==> src/design/cnht_pkg.sv <==
package cnht_pkg;

  localparam int unsigned MAX_ENTRIES = 1024;
  localparam int unsigned IDX_W       = $clog2(MAX_ENTRIES);
  localparam int unsigned CNT_W       = IDX_W + 1;
  localparam int unsigned HASH_W      = 32;
  localparam int unsigned NAME_W      = 64;
  localparam int unsigned SPC_W       = 3;
  localparam int unsigned OP_W        = 2;
  localparam int unsigned ST_W        = 2;

  // operation codes
  localparam logic [OP_W-1:0] OP_CLEAR  = 2'd0;
  localparam logic [OP_W-1:0] OP_INSERT = 2'd1;
  localparam logic [OP_W-1:0] OP_LOOKUP = 2'd2;

  // result status codes
  localparam logic [ST_W-1:0] ST_OK       = 2'd0;
  localparam logic [ST_W-1:0] ST_NOTFOUND = 2'd1;
  localparam logic [ST_W-1:0] ST_FULL     = 2'd2;

  // result index source
  localparam logic [1:0] SEL_ZERO = 2'd0;
  localparam logic [1:0] SEL_CUR  = 2'd1;
  localparam logic [1:0] SEL_FILL = 2'd2;

  typedef struct packed {
    logic            load;
    logic            hash_step;
    logic            div_step;
    logic            head_rd;
    logic            cur_from_head;
    logic            ent_rd;
    logic            ins_fix;
    logic            advance;
    logic            ins_wr;
    logic            pend_ld;
    logic [ST_W-1:0] pend_status;
    logic [1:0]      pend_sel;
    logic            out_ld;
  } cmd_t;

  typedef struct packed {
    logic [OP_W-1:0] op;
    logic            full;
    logic            hash_last;
    logic            div_last;
    logic            cur_vld;
    logic            head_ok;
    logic            hit;
  } stat_t;

  // one stored entry: upper-cased name, namespace, home bucket, chain link (MSB = nil)
  typedef struct packed {
    logic [NAME_W-1:0] name;
    logic [SPC_W-1:0]  space;
    logic [IDX_W-1:0]  bucket;
    logic [IDX_W:0]    link;
  } entry_t;

  function automatic logic [7:0] upcase(input logic [7:0] b);
    logic [7:0] r;
    r = b;
    if (b >= 8'h61 && b <= 8'h7A) r = b - 8'h20;
    return r;
  endfunction

  // zero bytes after the first NUL, upper-case the rest
  function automatic logic [NAME_W-1:0] clean_name(input logic [NAME_W-1:0] w);
    logic [NAME_W-1:0] r;
    logic              dead;
    r    = '0;
    dead = 1'b0;
    for (int i = 0; i < 8; i++) begin
      if (w[i*8 +: 8] == 8'h00) dead = 1'b1;
      if (!dead) r[i*8 +: 8] = upcase(w[i*8 +: 8]);
    end
    return r;
  endfunction

endpackage

==> src/design/cnht_ctrl.sv <==
module cnht_ctrl (
  input  logic             clk_i,
  input  logic             rst_ni,
  input  logic             in_valid_i,
  output logic             in_ready_o,
  output logic             out_valid_o,
  input  logic             out_ready_i,
  input  cnht_pkg::stat_t  stat_i,
  output cnht_pkg::cmd_t   cmd_o
);

  localparam logic [3:0] S_IDLE = 4'd0;
  localparam logic [3:0] S_DISP = 4'd1;
  localparam logic [3:0] S_HASH = 4'd2;
  localparam logic [3:0] S_DIV  = 4'd3;
  localparam logic [3:0] S_HRD  = 4'd4;
  localparam logic [3:0] S_HLD  = 4'd5;
  localparam logic [3:0] S_ERD  = 4'd6;
  localparam logic [3:0] S_ECHK = 4'd7;
  localparam logic [3:0] S_INS  = 4'd8;
  localparam logic [3:0] S_DONE = 4'd9;

  logic [3:0] state_q, state_d;
  logic       out_valid_q, out_valid_d;
  logic       out_free;

  assign out_free    = !out_valid_q || out_ready_i;
  assign in_ready_o  = state_q == S_IDLE;
  assign out_valid_o = out_valid_q;

  always_comb begin
    state_d = state_q;
    cmd_o   = '0;
    unique case (state_q)
      S_IDLE: begin
        if (in_valid_i) begin
          cmd_o.load = 1'b1;
          state_d    = S_DISP;
        end
      end
      S_DISP: begin
        if (stat_i.op == cnht_pkg::OP_INSERT && stat_i.full) begin
          cmd_o.pend_ld     = 1'b1;
          cmd_o.pend_status = cnht_pkg::ST_FULL;
          cmd_o.pend_sel    = cnht_pkg::SEL_ZERO;
          state_d           = S_DONE;
        end else if (stat_i.op == cnht_pkg::OP_INSERT || stat_i.op == cnht_pkg::OP_LOOKUP) begin
          state_d = S_HASH;
        end else begin
          cmd_o.pend_ld     = 1'b1;
          cmd_o.pend_status = cnht_pkg::ST_OK;
          cmd_o.pend_sel    = cnht_pkg::SEL_ZERO;
          state_d           = S_DONE;
        end
      end
      S_HASH: begin
        cmd_o.hash_step = 1'b1;
        if (stat_i.hash_last) state_d = S_DIV;
      end
      S_DIV: begin
        cmd_o.div_step = 1'b1;
        if (stat_i.div_last) state_d = S_HRD;
      end
      S_HRD: begin
        cmd_o.head_rd = 1'b1;
        state_d       = S_HLD;
      end
      S_HLD: begin
        cmd_o.cur_from_head = 1'b1;
        state_d             = S_ERD;
      end
      S_ERD: begin
        if (stat_i.cur_vld) begin
          cmd_o.ent_rd = 1'b1;
          state_d      = S_ECHK;
        end else if (stat_i.op == cnht_pkg::OP_INSERT) begin
          state_d = S_INS;
        end else begin
          cmd_o.pend_ld     = 1'b1;
          cmd_o.pend_status = cnht_pkg::ST_NOTFOUND;
          cmd_o.pend_sel    = cnht_pkg::SEL_ZERO;
          state_d           = S_DONE;
        end
      end
      S_ECHK: begin
        if (stat_i.op == cnht_pkg::OP_INSERT) begin
          // stale head from before a clear counts as an empty chain
          cmd_o.ins_fix = 1'b1;
          state_d       = S_INS;
        end else if (stat_i.hit) begin
          cmd_o.pend_ld     = 1'b1;
          cmd_o.pend_status = cnht_pkg::ST_OK;
          cmd_o.pend_sel    = cnht_pkg::SEL_CUR;
          state_d           = S_DONE;
        end else if (!stat_i.head_ok) begin
          cmd_o.pend_ld     = 1'b1;
          cmd_o.pend_status = cnht_pkg::ST_NOTFOUND;
          cmd_o.pend_sel    = cnht_pkg::SEL_ZERO;
          state_d           = S_DONE;
        end else begin
          cmd_o.advance = 1'b1;
          state_d       = S_ERD;
        end
      end
      S_INS: begin
        cmd_o.ins_wr      = 1'b1;
        cmd_o.pend_ld     = 1'b1;
        cmd_o.pend_status = cnht_pkg::ST_OK;
        cmd_o.pend_sel    = cnht_pkg::SEL_FILL;
        state_d           = S_DONE;
      end
      S_DONE: begin
        if (out_free) begin
          cmd_o.out_ld = 1'b1;
          state_d      = S_IDLE;
        end
      end
      default: state_d = S_IDLE;
    endcase
  end

  // output word valid
  always_comb begin
    out_valid_d = out_valid_q;
    if (cmd_o.out_ld) out_valid_d = 1'b1;
    else if (out_ready_i) out_valid_d = 1'b0;
  end

  always_ff @(posedge clk_i or negedge rst_ni) begin
    if (!rst_ni) begin
      state_q     <= S_IDLE;
      out_valid_q <= 1'b0;
    end else begin
      state_q     <= state_d;
      out_valid_q <= out_valid_d;
    end
  end

endmodule

==> config.mk <==
export PLATFORM = sky130hd
export DESIGN_NAME = cnht_ctrl
export DESIGN_NICKNAME = d
export VERILOG_FILES = /design/src/design/cnht_pkg.sv /design/src/design/cnht_ctrl.sv
export SDC_FILE = /design/constraint.sdc
export NUM_CORES = 1
export LEC_CHECK = 0
export BUFFER_PORTS_ARGS = -buffer_cell sky130_fd_sc_hd__buf_2
export CAP_MARGIN = 20
export CELL_PAD_IN_SITES_DETAIL_PLACEMENT = 0
export CELL_PAD_IN_SITES_GLOBAL_PLACEMENT = 2
export CORE_MARGIN = 3
export CORE_UTILIZATION = 24
export CTS_CLUSTER_SIZE = 30
export DETAILED_ROUTE_END_ITERATION = 10
export MAX_ROUTING_LAYER = met4
export PLACE_DENSITY = 0.81
export SLEW_MARGIN = 20
export SYNTH_ARGS = -nofsm -noshare
export SYNTH_HDL_FRONTEND = slang
export SYNTH_SLANG_ARGS = --single-unit
==> constraint.sdc <==
create_clock -name clk_i -period 1.9 [get_ports clk_i]
set_clock_uncertainty 0.1 [all_clocks]
set_input_delay 0.095 -clock clk_i [delete_from_list [all_inputs] [get_ports clk_i]]
set_output_delay 0.095 -clock clk_i [all_outputs]
set_load 0.01 [all_outputs]
==> metrics.md <==
| Metric | Value |
|---|---|
| Setup Slack @ Placement | `approximately 0.21 ns` |
| Worst Tran Pin Value | `about 0.4 ns` |
| Tmin final | `1.84 ns` |
| Clock-pin slew on the worst setup and hold paths | `around 0.05 ns` |
| Simple-gate share of the synthesized area | `between 40 and 50%` |
| Synthesized flop and latch total | `5` |
| Synthesized area per cell | `just over 8 µm²` |
| Placed Instances | `131` |
| Slew margin rel. | `73.6%` |
| Vias per cell | `just over 5` |
| Cell Rows | `17` |
| Fmax | `roughly 0.54 GHz` |
| Post-route ant nets | `0` |
| Seq/Total Area, Yosys | `20.7%` |
| Area grow syn2layout | `37.8%` |
| Fill count | `between 200 and 300` |
| Clock root buffer master | `clkbuf_4` |
| CTS buffer count | `3` |
| Netlist cell types | `40` |
| Chip width | `about 56 µm` |
| Mapped Nets | `between 80 and 90` |
| H-tree Lvls | `1` |
| Reg2reg setup slack | `0.28 ns` |
| # Post-CTS Setup Buffers | `0` |
| Number of DRC violations after detailed-routing iteration 0 | `14` |
| Share of layout cells above drive strength 1 | `roughly 49%` |
| Synth top area cells | `dfrtp_1 21%, nor2b_1 7.3%, nor3_1 5.0%` |
| Tcrit/Tclk final | `around 97%` |
| Die Footprint | `about 3200 µm²` |
| Top FF cell, synth | `dfrtp_1` |
| Max Root-Sink Buffers | `2` |
| Core ar. | `~2300 µm²` |
| Post-synthesis compound-gate area fraction | `between 20% and 30%` |
| Ant. Diodes | `0` |
| Total grt overflow | `0` |
| Cell Area, Synth | `between 600 and 700 µm²` |
| Final Wtd Congestion | `0.792` |
| Final Net Count | `~120` |
| Synth top area share | `around a fifth` |
| Xor/xnor share of the synthesized area | `0%` |
| Adder-Cell Fraction of Synth Area | `0%` |
| Total power | `about 0.0011 W` |
| First-pass GRT wire length | `between 2 and 3 mm` |
| Main combinational cell family by area after synthesis | `simple AND/OR/NAND/NOR gates` |
| Dpl hpwl | `approximately 1.4 mm` |
| I/O Buffers | `28` |
| Initial antenna violation count | `0` |
| Final setup violation count | `0` |
| Mapped Cells | `between 70 and 80` |
| Hold Crit Class | `in -> reg` |
| Avg WL per Cell | `roughly 13 µm` |
| Die Ht | `about 56 µm` |
| CTS tree | `yes` |
| Final wirelength | `1.75 mm` |
| Leading area contributor after synthesis | `dfrtp_1` |
| Worst Setup Start Kind | `flip-flop` |
| Hold slack | `between 0.06 and 0.07 ns` |
| VDD IR-drop max | `between 0.5 and 0.6 mV` |
| Max-cap violations | `0` |
| Synth warn | `0` |
| GRT Total Usage | `a little under an eighth` |
| Register area | `between 100 and 150 µm²` |
| Vias | `about 690` |
| Status | `finished clean` |
| Clk Latency, worst-skew pair | `roughly 0.24 ns` |
| Multi-input gate area | `~430 µm²` |
| DR DRC count | `0` |
| Setup ws final | `~0.064 ns` |
| Setup TNS | `0 ns` |
| Power density over the cells | `approximately 1400 nW/µm²` |
| P_leak | `roughly 0.42 nW` |
| Crit path kind | `reg -> out` |
| Initial Utilization | `26.3%` |
| Crit Path Max Fanout | `13` |
| Number of global-route vias before repair | `697` |
| Post-synth EDFFs | `0` |
| DRT Pass-1 Iters | `4` |
| Hold Vio Cnt, Final | `0` |
| TritonCTS Sinks | `5` |
| Mux contribution to synthesized area | `under 10%` |
| CP Capture Type | `output pin` |
| Layout Cells excl Fill | `roughly 140` |
| Largest net degree at the start of global routing | `14` |
| Final Slew Violations | `0` |
| Ports | `29` |
| Req. time, crit path | `1.70 ns` |
| Crit path DAT | `approximately 1.6 ns` |
| RSZ-0062 raised after global routing | `no` |
| Async SR Flop Fraction | `100%` |
synthesized netlist by cell type (2+ instances only):
cell / number
inv_1: 3
nand2_1: 5
a21oi_1: 4
nor4b_2: 2
o21ai_0: 2
and3_1: 2
dfrtp_1: 5
nor2_1: 4
or2b_1: 2
nor3_1: 6
nand2b_1: 2
buf_6: 2
nor2b_1: 7
buf_4: 2
report_power, final:
| part | total [W] | switching [W] | internal (W) |
|---|---|---|---|
| sequential | 0.000289 | 0.000127 | 0.000162 |
| clock | 0.000125 | 0.0000458 | 0.0000796 |
| combinational | 0.000732 | 0.000365 | 0.000367 |
| total | 0.00115 | 0.000537 | 0.000608 |
stage by stage:
stage,util [%],instance area [µm²]
after floorplan,-,603
after global placement,34.0,781
after detailed placement,34.0,781
after CTS,35.6,818
after global routing,36.2,831
final,36.2,831
final cells by class:
type | instances | area share, %
Tap cell | 28 | 4.22
Timing Repair Buffer | 35 | 23.5
Inverter | 4 | 1.81
Multi-Input combinational cell | 60 | 51.7
Clock buffer | 4 | 3.16
Sequential cell | 5 | 15.7
kinds of logic after synthesis:
kind of cell | Yosys count
AOI/OAI and AO/OA | 17
and+or+nand+nor | 41
buffers and inverters | 9
muxes | 2
DFF | 5
worst max-delay path, cell delays in order, from the launching register on:
cell and delay [ns]:
dfrtp_2 0.52, nand2_1 0.13, or3_4 0.43, o211ai_1 0.16, buf_2 0.16
final timing paths:
kind	start	endpoint	cells after the start
max	state_q[1]$_DFFE_PN0P_	cmd_o[5]	4
min	out_ready_i	out_valid_o$_DFFE_PN0P_	3
max reg2reg	state_q[1]$_DFFE_PN0P_	state_q[0]$_DFFE_PN0P_	5
min reg2reg	state_q[3]$_DFFE_PN0P_	state_q[2]$_DFFE_PN0P_	1
max in group asynchronous	rst_ni	state_q[3]$_DFFE_PN0P_	2
min in group asynchronous	rst_ni	out_valid_o$_DFFE_PN0P_	2
state kept, by name, summed over array words and instances, names as in the netlist:
signal       cells
out_valid_o      1
state_q          4
routing by layer:
layer | share of wire (%) | global-route usage, % | routed length (µm)
met5 | 0 | - | 0
met4 | 1.7 | 4.41 | 29
met2 | 47 | 18.5 | 826
met1 | 45 | 14.1 | 788
met3 | 5.9 | 2.55 | 103
what timing repair did:
| item | CTS | global route |
|---|---|---|
| endpoints found under the hold margin | 5 | 0 |
| hold buffers | 1 | 0 |
| setup endpoints to repair | 1 | 1 |
| resized for setup | 1 | 4 |
layout by cell type (no fill, tap or decap), drive strengths merged, types with 3 or more instances in the layout:
cell,n
buf,34
nor2b,7
nor3,6
nand2,5
a21oi,5
dfrtp,5
nor2,4
inv,4
clkbuf,4
o21ai,4
nand2b,3
nor4b,3
Note: power is estimated with default switching activity, not from simulation.
